`src/bspline_point_evaluator_core_assert.svh`:
```
// Assertion macros used by the B-spline evaluator sequencer RTL.
// No dependencies; include by bare file name after the module ports.
`ifndef BSPLINE_POINT_EVALUATOR_CORE_ASSERT_SVH
`define BSPLINE_POINT_EVALUATOR_CORE_ASSERT_SVH

// Same-cycle implication, disabled during reset.
`define BPE_ASSERT_IMP(label, clk, rst, ante, cons) \
   label: assert property (@(posedge clk) disable iff (rst) (ante) |-> (cons)) \
      else $error("bpe: implication check failed");

// Next-cycle implication, disabled during reset.
`define BPE_ASSERT_NXT(label, clk, rst, ante, cons) \
   label: assert property (@(posedge clk) disable iff (rst) (ante) |=> (cons)) \
      else $error("bpe: next-cycle check failed");

`endif

```
`src/bpe_pkg.sv`:
```
// Shared types, constants and knot helpers of the B-spline point evaluator.
// No dependencies; the RTL and testbench files refer to it by scoped names.
package bpe_pkg;

   localparam int MAX_POINTS = 64;
   localparam int MAX_ORDER  = 8;

   localparam int COORD_W  = 32;
   localparam int ORDER_W  = 4;
   localparam int COUNT_W  = 7;
   localparam int PARAM_W  = 17;
   localparam int INDEX_W  = 6;
   localparam int FRAC_W   = 16;
   localparam int ONE_Q16  = 65536;
   localparam int BASIS_LIM = 1 << 20;

   localparam int PT_AW    = $clog2(MAX_POINTS);
   localparam int KNOT_LEN = MAX_POINTS + MAX_ORDER + 1;
   localparam int BIDX_W   = $clog2(KNOT_LEN);
   localparam int KNOT_W   = COUNT_W + 1;
   localparam int DIFF_W   = KNOT_W + 1;
   localparam int BASIS_W  = 22;
   localparam int POS_W    = PARAM_W + COUNT_W + 1;
   localparam int PROD_W   = POS_W + BASIS_W;
   localparam int DIVIDEND_W = PROD_W - FRAC_W;
   localparam int DIVISOR_W  = DIFF_W;
   localparam int TERM_W   = DIVIDEND_W + 1;
   localparam int SUMP_W   = COORD_W + BASIS_W;
   localparam int ACC_W    = SUMP_W + PT_AW;
   localparam int DIV_CW   = $clog2(DIVIDEND_W + 1);

   localparam int CSR_DW   = 32;
   localparam int REG_NUM  = 2;
   localparam int CSR_AW   = $clog2(REG_NUM * 4);

   localparam logic [CSR_AW-3:0] REG_ORDER = 1'b0;
   localparam logic [CSR_AW-3:0] REG_COUNT = 1'b1;

   typedef enum logic {
      CMD_WRITE = 1'b0,
      CMD_EVAL  = 1'b1
   } bpe_cmd_type;

   typedef struct packed {
      bpe_cmd_type               command;
      logic [INDEX_W-1:0]        point_index;
      logic signed [COORD_W-1:0] coord_x;
      logic signed [COORD_W-1:0] coord_y;
      logic signed [COORD_W-1:0] coord_z;
      logic [PARAM_W-1:0]        curve_param;
   } bpe_req_type;

   typedef struct packed {
      logic signed [COORD_W-1:0] out_x;
      logic signed [COORD_W-1:0] out_y;
      logic signed [COORD_W-1:0] out_z;
   } bpe_rsp_type;

   typedef struct packed {
      logic signed [COORD_W-1:0] x;
      logic signed [COORD_W-1:0] y;
      logic signed [COORD_W-1:0] z;
   } bpe_point_type;

   typedef struct packed {
      logic [ORDER_W-1:0] order;
      logic [COUNT_W-1:0] count;
   } bpe_cfg_type;

   typedef struct packed {
      logic                      pt_we;
      logic [PT_AW-1:0]          pt_waddr;
      bpe_point_type             pt_wdata;
      logic                      pt_re;
      logic [PT_AW-1:0]          pt_raddr;
      logic                      bs_we;
      logic [BIDX_W-1:0]         bs_waddr;
      logic signed [BASIS_W-1:0] bs_wdata;
      logic                      bs_re;
      logic [BIDX_W-1:0]         bs_raddr;
   } bpe_mem_ctl_type;

   typedef struct packed {
      logic                  start;
      logic [DIVIDEND_W-1:0] dividend;
      logic [DIVISOR_W-1:0]  divisor;
   } bpe_div_req_type;

   typedef struct packed {
      logic                  busy;
      logic                  done;
      logic [DIVIDEND_W-1:0] quotient;
   } bpe_div_rsp_type;

   typedef enum logic [3:0] {
      S_IDLE,
      S_INIT,
      S_LVL_RD0,
      S_LVL_WAIT0,
      S_RD,
      S_WAIT,
      S_TERM,
      S_DSTART,
      S_DWAIT,
      S_WRITE,
      S_SUM_RD,
      S_SUM_MUL,
      S_SUM_ACC,
      S_DONE
   } bpe_state_type;

   // Integer knot: zeros for the first r slots, then i-r+1, then the end knot n-r+2.
   function automatic logic signed [KNOT_W-1:0] knot_at(
      input logic [BIDX_W-1:0]  idx,
      input logic [ORDER_W-1:0] r,
      input logic [COUNT_W-1:0] n);
      logic signed [KNOT_W+1:0] iv;
      logic signed [KNOT_W+1:0] rv;
      logic signed [KNOT_W+1:0] nv;
      logic signed [KNOT_W+1:0] v;
      iv = $signed({{(KNOT_W + 2 - BIDX_W){1'b0}}, idx});
      rv = $signed({{(KNOT_W + 2 - ORDER_W){1'b0}}, r});
      nv = $signed({{(KNOT_W + 2 - COUNT_W){1'b0}}, n});
      if (iv < rv) begin
         v = '0;
      end else if (iv < nv) begin
         v = iv - rv + 1;
      end else begin
         v = nv - rv + 2;
      end
      return v[KNOT_W-1:0];
   endfunction

   // Knot in the parameter's fixed-point position format.
   function automatic logic signed [POS_W-1:0] knot_pos(input logic signed [KNOT_W-1:0] kn);
      return {kn[KNOT_W-1], kn, {FRAC_W{1'b0}}};
   endfunction

endpackage

```
`src/bpe_div.sv`:
```
// Restoring divider, one quotient bit per cycle, unsigned operands.
// Depends on bpe_pkg for widths and the request and response structs.
module bpe_div (
   input  logic                     clock,
   input  logic                     reset,
   input  bpe_pkg::bpe_div_req_type req,
   output bpe_pkg::bpe_div_rsp_type rsp
);

   logic [bpe_pkg::DIVISOR_W:0]    rem_ff, rem_in;
   logic [bpe_pkg::DIVIDEND_W-1:0] quo_ff, quo_in;
   logic [bpe_pkg::DIVISOR_W-1:0]  dsr_ff, dsr_in;
   logic [bpe_pkg::DIV_CW-1:0]     cnt_ff, cnt_in;
   logic                           busy_ff, busy_in;
   logic                           done_ff, done_in;

   logic [bpe_pkg::DIVISOR_W:0] rem_sh;
   logic                        fits;

   always_comb begin
      rem_sh = {rem_ff[bpe_pkg::DIVISOR_W-1:0], quo_ff[bpe_pkg::DIVIDEND_W-1]};
      fits   = rem_sh >= {1'b0, dsr_ff};
      rem_in  = rem_ff;
      quo_in  = quo_ff;
      dsr_in  = dsr_ff;
      cnt_in  = cnt_ff;
      busy_in = busy_ff;
      done_in = 1'b0;
      if (req.start) begin
         rem_in  = '0;
         quo_in  = req.dividend;
         dsr_in  = req.divisor;
         cnt_in  = bpe_pkg::DIV_CW'(bpe_pkg::DIVIDEND_W);
         busy_in = 1'b1;
      end else if (busy_ff) begin
         rem_in = fits ? rem_sh - {1'b0, dsr_ff} : rem_sh;
         quo_in = {quo_ff[bpe_pkg::DIVIDEND_W-2:0], fits};
         cnt_in = cnt_ff - 1'b1;
         if (cnt_ff == bpe_pkg::DIV_CW'(1)) begin
            busy_in = 1'b0;
            done_in = 1'b1;
         end
      end
   end

   always_ff @(posedge clock) begin
      if (reset) begin
         busy_ff <= 1'b0;
         done_ff <= 1'b0;
         cnt_ff  <= '0;
      end else begin
         busy_ff <= busy_in;
         done_ff <= done_in;
         cnt_ff  <= cnt_in;
      end
   end

   always_ff @(posedge clock) begin
      rem_ff <= rem_in;
      quo_ff <= quo_in;
      dsr_ff <= dsr_in;
   end

   assign rsp.busy     = busy_ff;
   assign rsp.done     = done_ff;
   assign rsp.quotient = quo_ff;

endmodule

```
`config.mk`:
```
export PLATFORM = sky130hd
export DESIGN_NAME = bpe_div
export DESIGN_NICKNAME = d
export VERILOG_FILES = /design/src/bspline_point_evaluator_core_assert.svh /design/src/bpe_pkg.sv /design/src/bpe_div.sv
export SDC_FILE = /design/constraint.sdc
export NUM_CORES = 1
export LEC_CHECK = 0
export BUFFER_PORTS_ARGS = -buffer_cell sky130_fd_sc_hd__buf_2
export CORE_ASPECT_RATIO = 0.6
export CORE_MARGIN = 1
export CORE_UTILIZATION = 56
export DETAILED_ROUTE_END_ITERATION = 6
export GPL_TIMING_DRIVEN = 0
export PLACE_DENSITY = 0.95
export REMOVE_ABC_BUFFERS = 1
export SLEW_MARGIN = 20
export SYNTH_ARGS = -nofsm -noshare
export SYNTH_HDL_FRONTEND = slang
export SYNTH_SLANG_ARGS = --single-unit
```
`constraint.sdc`:
```
create_clock -name clock -period 4.7 [get_ports clock]
set_clock_uncertainty 0.2 [all_clocks]
set_input_delay 0 -clock clock [delete_from_list [all_inputs] [get_ports clock]]
set_output_delay 0 -clock clock [all_outputs]
set_load 0.05 [all_outputs]
```
## Yosys cells after proc, flatten, opt, wreduce, memory -nomap -nowiden

Index checks and enable logic that the tools add are counted.

- Word-level logic and storage cells: 22
- Register bits after elaboration: 56
- Memories: 0
- Memory bits (read-only): 0
- Output and inout port bits: 33
- Latch bits: 0
- Memory bits (writable): 0

- Div/mod/pow operators: 0
- Mux-type cells: 9
- Multipliers: 0
- Equality and inequality tests: 1
- $add $sub $neg: 2
- Reduce and logical (&&, ||, !) cells: 2
- $lt $le $gt $ge: 1
- Shift-type cells: 0
- Bitwise operators: 1

Operator list:

| kind | number |
|---|---|
| $mux W31 | 2 |
| $ge A10 B9 Y1 | 1 |
| $mux W5 | 2 |
| $mux W9 | 1 |
| $sub A9 B9 Y9 | 1 |
| $eq A5 B1 Y1 const B | 1 |
| $sub A5 B1 Y5 const B | 1 |
| $mux W1 | 4 |
| $reduce_or A3 Y1 | 1 |
| $reduce_bool A2 Y1 | 1 |
| $not A1 Y1 | 1 |

## Longest topological paths before layout

Gate-level depths: netlist of the first run.

- Word-level depth: 4
- Mapped depth: 10
- Gate-level depth less buffers: 9

## Least setup slack after synthesis of the first run

No wires, ideal clock.

- Path kind: register to register
- Start: reg quo_ff[30] (netlist bit)
- End: reg rem_ff[6] (netlist bit)
- Setup time: 0.154 ns
- Period minus slack after synthesis: 2.968 ns
- Slack: 1.732 ns
- Arrival: 2.615 ns
- Cell stages (with the launch flop): 11
- Cells stage by stage: edfxtp_1 inv_1 ha_1 inv_1 fa_1 a211oi_2 o31ai_4 a211oi_4 buf_2 mux2i_1 o22ai_1

- Cells in the longest elaborated chain, start to end: 2

Ends and longest elaborated chain:

| element | RTL line | source |
|---|---|---|
| from (decl) | bpe_div.sv:11 | `logic [bpe_pkg::DIVIDEND_W-1:0] quo_ff, quo_in;` |
| from (signal assigned) | bpe_div.sv:60 | `quo_ff <= quo_in;` |
| $sub A9 B9 Y9 or $ge A10 B9 Y1 (tied branches) | bpe_div.sv:36, bpe_div.sv:22 |  |
| $mux W9 (*) | bpe_div.sv:36 | `rem_in = fits ? rem_sh - {1'b0, dsr_ff} : rem_sh;` |
| to (signal assigned) | bpe_div.sv:59 | `rem_ff <= rem_in;` |
| to (decl) | bpe_div.sv:10 | `logic [bpe_pkg::DIVISOR_W:0] rem_ff, rem_in;` |

Every way passes the cells marked *; elsewhere a longest branch is shown, timed or not.
A chain may end at the register's enable or synchronous reset.

## Worst setup path after layout of the first run

- Start: reg quo_ff[30] (netlist bit)
- End: reg rem_ff[7] (netlist bit)

Same word-level chain as after synthesis.

==> results of run 1 <==
placed cells by master (no fill, tap or decap), drive strengths merged, types with 2 or more instances in the layout:
cell type / instances
a211oi: 2
nand3b: 2
a31oi: 2
edfxtp: 40
a32oi: 2
nand2: 9
buf: 75
o21ai: 4
mux2i: 6
o31ai: 2
dlygate4sd3: 41
nor3: 5
ha: 11
xor2: 6
nand2b: 2
inv: 19
a21oi: 7
dfxtp: 16
mux2: 30
clkbuf: 7
o311ai: 3
xnor2: 3
nand3: 7
nor2: 15
cell type report:
class / instances / share of cell area
timing repair buffer: 116 / 0.216
inverter: 18 / 0.0185
multi-input combinational: 131 / 0.298
clock inverter: 1 / 0.00240
sequential: 56 / 0.417
clock buffer: 7 / 0.0268
tap: 63 / 0.0216
worst reg2reg max path, stage by stage, from the launching register on:
cell and delay [ps]:
edfxtp_1 420, inv_1 80, ha_1 160, inv_1 60, fa_1 410, a211oi_2 390
o31ai_4 150, a211oi_4 740, nand2_1 140, a32o_1 280
per-stage QoR:
step,area [µm²],worst slack (ps),std cells
floorplan,2670,1750,205
detailed placement,3130,1630,343
global route,3640,1450,392
global placement,3130,1750,343
CTS,3640,1610,392
finish,3640,1570,392
layer usage:
metal | GRT usage | vias up
met5 | 0 | -
met2 | 0.493 | 104
met4 | 0.116 | 0
li1 | - | 1009
met1 | 0.317 | 1019
met3 | 0.0738 | 25
kinds of logic after synthesis:
logic type | count (synthesis)
adders and majority gates | 12
buffers and inverters | 28
muxes | 36
AOI/OAI and AO/OA | 27
xor gates and xnor gates | 9
DFF | 56
and+or+nand+nor | 47
power by group through the flow:
stage,clock (W),combinational [W],sequential (W)
3_3_place_gp,0,0.000257,0.000610
4_1_cts,0.000300,0.000293,0.000602
2_1_floorplan,0,0.0000920,0.000712
5_1_grt,0.000326,0.000317,0.000609
6_report,0.000306,0.000300,0.000604
3_5_place_dp,0,0.000265,0.000613
flip-flops by register name, summed over array words and instances (netlist names):
name and cells:
quo_ff 31, dsr_ff 9, rem_ff 9, cnt_ff 5, busy_ff 1, done_ff 1
timing repair:
item,in CTS,in global routing
hold buffers,41,0
hold endpoints to repair,47,0
endpoints found under the setup margin,0,0
resized for setup,0,0
final timing paths:
kind              startpoint   endpoint  slack (ps)  cells past startpoint
setup / recovery  quo_ff[30]  rem_ff[7]        1570                      9
hold / removal        req[2]  dsr_ff[2]         200                      2
setup reg to reg  quo_ff[30]  rem_ff[7]        1570                      9
hold reg to reg    rem_ff[1]  rem_ff[1]         300                      2
==> reports/metrics.yaml, run 1 <==
cells_and_area:
  drive_above_1_share: 0.365
  num-nets-final: 383
  final_core_util: 0.790
  syn_to_final_growth_pct: 33.9
  register_area_um2: 1520
  multi_input_area_um2: 1080
  n_antenna_cell: 0
  fillCellCount: 277
power_and_ir_drop:
  seq_power_share: 0.499
  finalPower_w: 0.00121
  p_comb_frac: 0.248
  clock_power_share: 0.253
  intPower_w: 0.000827
  pwr_density_cell_nw_per_um2: 332
  ir_drop_mv: 0.306
  p_switching_w: 0.000384
  p_leak_nw: 1.58
  swShare: 0.317
sta:
  tightest_slew_ps: 1050
  period_needed_ps: 3130
  finalHoldViolCount: 0
  whs_ps: 200
  slew-limit-headroom: 0.297
  final_max_slew_viol_count: 0
  setup_viol: 0
  post-route-period-util: 0.667
  rsz0062_at_grt: "false"
  tns_ps: 0
  fmax_mhz: 319
floorplan:
  core_area_um2: 4610
  dieArea_um2: 5150
  die_w_um: 92.0
  floorplan.initialDensity: 0.590
  fp-row-count: 19
  die_y_um: 56
  ios: 76
placement:
  gp_congestion: 0.822
  io_buffers: 75
  detailedPlacementHpwl_um: 3780
setup_path:
  cp-end-kind: "register"
  cp_top_family: "compound AO/OA/AOI/OAI gates"
  cp_cell_sequence: "inv_1 -> ha_1 -> inv_1 -> fa_1 -> a211oi_2 -> o31ai_4 -> a211oi_4 -> nand2_1 -> a32o_1"
  cpMaxStageDelayCell: "a211oi_4"
  cp.required_ps: 4710
  worst-endpoint-arrival_ps: 3150
  crit_buf_inv: 2
  crit_fanout: 16
  cp_common_cell: "inv_1"
  startpoint_type: "register"
  max_stage_delay_ps: 740
  path_class: "register to register"
logic_synthesis:
  synthArstFlopShare: 0
  synthXorXnorAreaFrac: 0.0290
  yosys.area_share.adder: 0.0579
  synthTopCellsByArea: "edfxtp_1 (44%), mux2_2 (12%), dfxtp_1 (12%)"
  synth_compound_area_frac: 0.0786
  synth_top_area_frac: 0.441
  netlist_area_um2: 2720
  yosysTopAreaCell: "edfxtp_1"
  synth_edf_count: 40
  synth.top_cells.by_count: "edfxtp_1 (40), mux2_2 (30), inv_1 (18)"
  synth_warnings: 0
  syn_inst: 215
  synth.mux.area_fraction: 0.146
  post_synth_num_cell_types: 42
  synth_seq_cells: 56
  synth_simple_gate_area_frac: 0.0869
  postSynthAreaPerCell_um2: 12.7
  synth_most_common_cell: "edfxtp_1"
  ys.flop_type: "edfxtp_1"
  synth_top_family_by_area: "multiplexers"
  synth_seq_area_share: 0.559
clocking:
  numCtsBuffers: 5
  h-tree-depth: 2
  tritoncts: "done"
  cts.path.max_buffers: 2
  cts.sinks: 56
  cts_root_buf: "clkbuf_8"
  clkTransAtPathRegs_ps: 100
  cts_setup_buffers: 0
  clock_latency_ps: 320
route:
  wire_per_inst_um: 17.3
  drt-met1-wl_um: 2640
  wl_met3_um: 427
  routed-via-count: 2157
  wl_met2_um: 3480
  topRoutingLayerUsed: "met4"
  ant_nets: 0
  drt_wl_total_um: 6760
  first_iter_violations: 124
  drc: 0
  firstDrtPassIters: 6
  via_per_inst: 5.50
global_route:
  grt_pass1_wl_um: 10700
  antenna_found_initial: 0
  grt_usage: 0.277
  grt_pass1_vias: 2239
  grt_max_degree: 50
  grt.overflow.total: 0
status:
  outcome: "finished clean"
flow_run:
  cap_violations: 0
worst_hold_path:
  hp-class: "input pin to register"
No activity file was read; power rests on OpenSTA's default activity.
==> inputs of run 2 (changes only) <==
CORE_UTILIZATION = 47   (was 56)
PLACE_DENSITY = 0.86   (was 0.95)
clock period = 2.6 ns   (was 4.7 ns; I/O delays follow)
==> reports/metrics.yaml, run 2 (synthesis gave the netlist of run 1 again) <==
status:
  outcome: "finished with violations"
  violations: "setup timing"
route:
  first_iter_violations: 137
  routed-via-count: 2091
  firstDrtPassIters: 4
  wire_per_inst_um: 14.6
  ant_nets: 0
  drc: 0
  via_per_inst: 4.99
  drt_wl_total_um: 6110
cells_and_area:
  final_core_util: 0.678
  fillCellCount: 413
  layout_commonest_cell: "buf_2"
  reg.largest.list: "quo_ff: 31 flops, dsr_ff: 9 flops, rem_ff: 9 flops"
  mostFrequentLayoutCells: "buf_2 (75), dlygate4sd3_1 (41), edfxtp_1 (40), mux2_2 (30), dfxtp_1 (16)"
  n_antenna_cell: 0
  syn_to_final_growth_pct: 38.8
  largest-register: "quo_ff"
  drive_above_1_share: 0.404
  num-nets-final: 393
  multi_input_area_um2: 1120
  register_area_um2: 1520
  largest_register_ffs: 31
placement:
  dp_slack_ps: -449
  gp_congestion: 0.813
  io_buffers: 75
  detailedPlacementHpwl_um: 3640
global_route:
  grt_pass1_vias: 2061
  grt_pass1_wl_um: 9480
  grt_usage: 0.206
  antenna_found_initial: 0
  grt.overflow.total: 0
  grt_max_degree: 50
clocking:
  h-tree-depth: 2
  clkTransAtPathRegs_ps: 110
  numCtsBuffers: 5
  cts_root_buf: "clkbuf_8"
  clock_latency_ps: 310
  cts.path.max_buffers: 2
  cts.sinks: 56
  tritoncts: "done"
setup_path:
  worst-endpoint-arrival_ps: 2480
  reg2reg_depth: 10
  startpoint_type: "register"
  path_class: "register to register"
  crit_fanout: 6
  cp.required_ps: 2440
  cp-end-kind: "register"
  rrSetupSlack_ps: -40
flow_run:
  cap_violations: 0
floorplan:
  core_area_um2: 5570
  die_y_um: 60.9
  floorplan.initialDensity: 0.489
  ios: 76
  dieArea_um2: 6110
  die_w_um: 100
  fp-row-count: 21
sta:
  whs_ps: 197
  rsz0062_at_grt: "true"
  final_max_slew_viol_count: 0
  period_needed_ps: 2640
  slew-limit-headroom: 0.314
  tightest_slew_ps: 1030
  setup_viol: 3
  finalHoldViolCount: 0
  fin_ws_ps: -35.1
  post-route-period-util: 1.01
  fmax_mhz: 379
worst_hold_path:
  min_delay_path_depth: 2
  hp-class: "input pin to register"
power_and_ir_drop:
  ir_drop_mv: 0.348
  p_leak_nw: 1.63
  finalPower_w: 0.00214
  pwr_density_cell_nw_per_um2: 568
==> run 2: per-layer routing <==
metal | routed length [µm] | vias to the layer above | GRT usage | share of wire
met5 | 0 | - | 0 | 0
met4 | 31 | 0 | 0.0414 | 0.0051
met3 | 324 | 5 | 0.0553 | 0.053
met2 | 3040 | 62 | 0.373 | 0.50
met1 | 2720 | 999 | 0.255 | 0.44
li1 | - | 1025 | - | -
==> run 2: critical path: stages, from the launching register on <==
cell	delay (ps)
edfxtp_1	430
inv_2	80
ha_4	130
inv_2	30
fa_2	360
a211oi_4	340
o31ai_4	130
a211oi_4	320
buf_6	170
buf_6	110
mux2i_1	60
==> run 2: power breakdown <==
group / switching (W) / internal, W
sequential: 0.0000437 / 0.00105
clock: 0.000295 / 0.000198
combinational: 0.000349 / 0.000211
total: 0.000688 / 0.00146
==> run 2: final timing paths <==
path | endpoint | from
max reg2reg | quo_ff[0] | quo_ff[30]
max | quo_ff[0] | quo_ff[30]
min reg2reg | rem_ff[1] | rem_ff[1]
min | dsr_ff[6] | req[6]
==> run 2: repair_timing <==
action,in CTS,in global routing
pin swaps,7,7
endpoints found under the hold margin,47,0
gates cloned,0,0
endpoints found under the setup margin,10,10
buffers inserted,8,3
hold buffers,41,0
resized for setup,5,12
==> run 2: area by class of cell <==
cell class              count  share of cell area
repair buffers            126               0.231
clock buffers               5              0.0182
multi-input cells         131               0.296
flip-flops and latches     56               0.403
inverters                  18              0.0179
well taps                  80              0.0265
clock inverters             3             0.00729
==> run 2: through the flow <==
stage / setup TNS [ps] / cells / instance area, µm²
6_report: -63.3 / 419 / 3780
5_1_grt: -629 / 419 / 3780
4_1_cts: 0 / 417 / 3730
3_5_place_dp: -3940 / 360 / 3150
3_3_place_gp: -9370 / 360 / 3150
2_1_floorplan: -2760 / 205 / 2670
==> inputs of run 3 (changes only) <==
RECOVER_POWER = 50   (was unset)
==> reports/metrics.yaml, run 3 (synthesis gave the netlist of run 1 again) <==
clocking:
  cts.path.max_buffers: 2
  clkTransAtPathRegs_ps: 110
  h-tree-depth: 2
  numCtsBuffers: 5
  cts_root_buf: "clkbuf_8"
  cts.sinks: 56
  tritoncts: "done"
  clock_latency_ps: 310
status:
  outcome: "finished with violations"
  violations: "setup timing"
setup_path:
  cp-end-kind: "register"
  cpMaxStageDelayCell: "edfxtp_1"
  cp_top_family: "compound AO/OA/AOI/OAI gates"
  worst-endpoint-arrival_ps: 2480
  startpoint_type: "register"
  crit_buf_inv: 4
  max_stage_delay_ps: 430
  cp.required_ps: 2440
  path_class: "register to register"
  cp_cell_sequence: "inv_2 -> ha_4 -> inv_2 -> fa_2 -> a211oi_4 -> o31ai_4 -> a211oi_4 -> buf_6 -> buf_6 -> mux2i_1"
  crit_fanout: 6
sta:
  tns_ps: -76.6
  fin_ws_ps: -40.6
  rsz0062_at_grt: "true"
  final_max_slew_viol_count: 0
  setup_viol: 4
  fmax_mhz: 379
  post-route-period-util: 1.02
  period_needed_ps: 2640
  tightest_slew_ps: 1020
  slew-limit-headroom: 0.317
  finalHoldViolCount: 0
power_and_ir_drop:
  p_leak_nw: 1.54
  pwr_density_cell_nw_per_um2: 570
  ir_drop_mv: 0.344
cells_and_area:
  syn_to_final_growth_pct: 37.4
  largest-register: "quo_ff"
  drive_above_1_share: 0.313
  multi_input_area_um2: 1120
  fillCellCount: 433
  largest_register_ffs: 31
  register_area_um2: 1520
  reg.largest.list: "quo_ff: 31 flops, dsr_ff: 9 flops, rem_ff: 9 flops"
  layout_commonest_cell: "buf_2"
  mostFrequentLayoutCells: "buf_2 (44), dlygate4sd3_1 (41), edfxtp_1 (40), clkbuf_1 (31), mux2_2 (30)"
  n_antenna_cell: 0
  fin_area_um2: 3740
  num-nets-final: 393
floorplan:
  ios: 76
  fp-row-count: 21
  core_area_um2: 5570
  die_w_um: 100
  floorplan.initialDensity: 0.489
  die_y_um: 60.9
  dieArea_um2: 6110
route:
  routed-via-count: 2085
  via_per_inst: 4.98
  ant_nets: 0
  wire_per_inst_um: 14.6
  first_iter_violations: 156
  drc: 0
  drt_wl_total_um: 6110
  firstDrtPassIters: 4
placement:
  io_buffers: 75
  dp_slack_ps: -449
  detailedPlacementHpwl_um: 3640
  placed_area_um2: 3150
  gp_congestion: 0.813
global_route:
  antenna_found_initial: 0
  grt_usage: 0.206
  grt.overflow.total: 0
  grt_pass1_vias: 2061
  grt_max_degree: 50
  grt_pass1_wl_um: 9480
worst_hold_path:
  hp-class: "input pin to register"
flow_run:
  cap_violations: 0
## run 3: cell types whose count changed in the layout (fill, tap and decap cells not counted), sizes merged
cell    previous run  this run
buf               85        54
clkbuf             5        36
## run 3: layer usage
metal / share of wire / vias up / GRT usage / routed length (µm)
li1: - / 1027 / - / -
met2: 0.49 / 58 / 0.373 / 3000
met3: 0.050 / 5 / 0.0553 / 308
met1: 0.45 / 995 / 0.255 / 2770
met4: 0.0051 / 0 / 0.0414 / 31
met5: 0 / - / 0 / 0
## run 3: final cells by class
cell class	count	area share
clock buffers	5	0.0184
clock inverters	3	0.00736
inverters	18	0.0181
multi-input cells	131	0.300
flip-flops and latches	56	0.407
well taps	80	0.0268
repair buffers	126	0.223
## run 3: per-stage QoR
stage	hold slack, ps	cells	utilization	power, W
floorplan	-128	205	-	0.00145
global placement	-22.3	360	0.565	0.00157
detailed placement	-21.9	360	0.565	0.00158
CTS	186	417	0.670	0.00214
global route	185	419	0.671	0.00223
finish	197	419	0.671	0.00213
## run 3: power breakdown
| part | internal, W | switching (W) | total (W) | leakage, nW |
|---|---|---|---|---|
| clock network | 0.000198 | 0.000295 | 0.000493 | 0.0463 |
| logic | 0.000197 | 0.000349 | 0.000546 | 0.961 |
| registers | 0.00105 | 0.0000448 | 0.00109 | 0.531 |
| total | 0.00144 | 0.000689 | 0.00213 | 1.54 |
## run 3: worst paths after layout
path,start,to,slack [ps],cells past startpoint
setup / recovery,quo_ff[30],quo_ff[0],-40,10
hold / removal,req[6],dsr_ff[6],200,2
setup reg to reg,quo_ff[30],quo_ff[0],-40,10
hold reg to reg,rem_ff[1],rem_ff[1],290,2
## run 3: timing repair
action                                  in CTS  in global routing
cloned                                       0                  0
hold buffers                                41                  0
buffers inserted                             8                  3
endpoints found under the setup margin      10                 10
hold endpoints to repair                    47                  0
resized for setup                            5                 12
pin swaps                                    7                  7
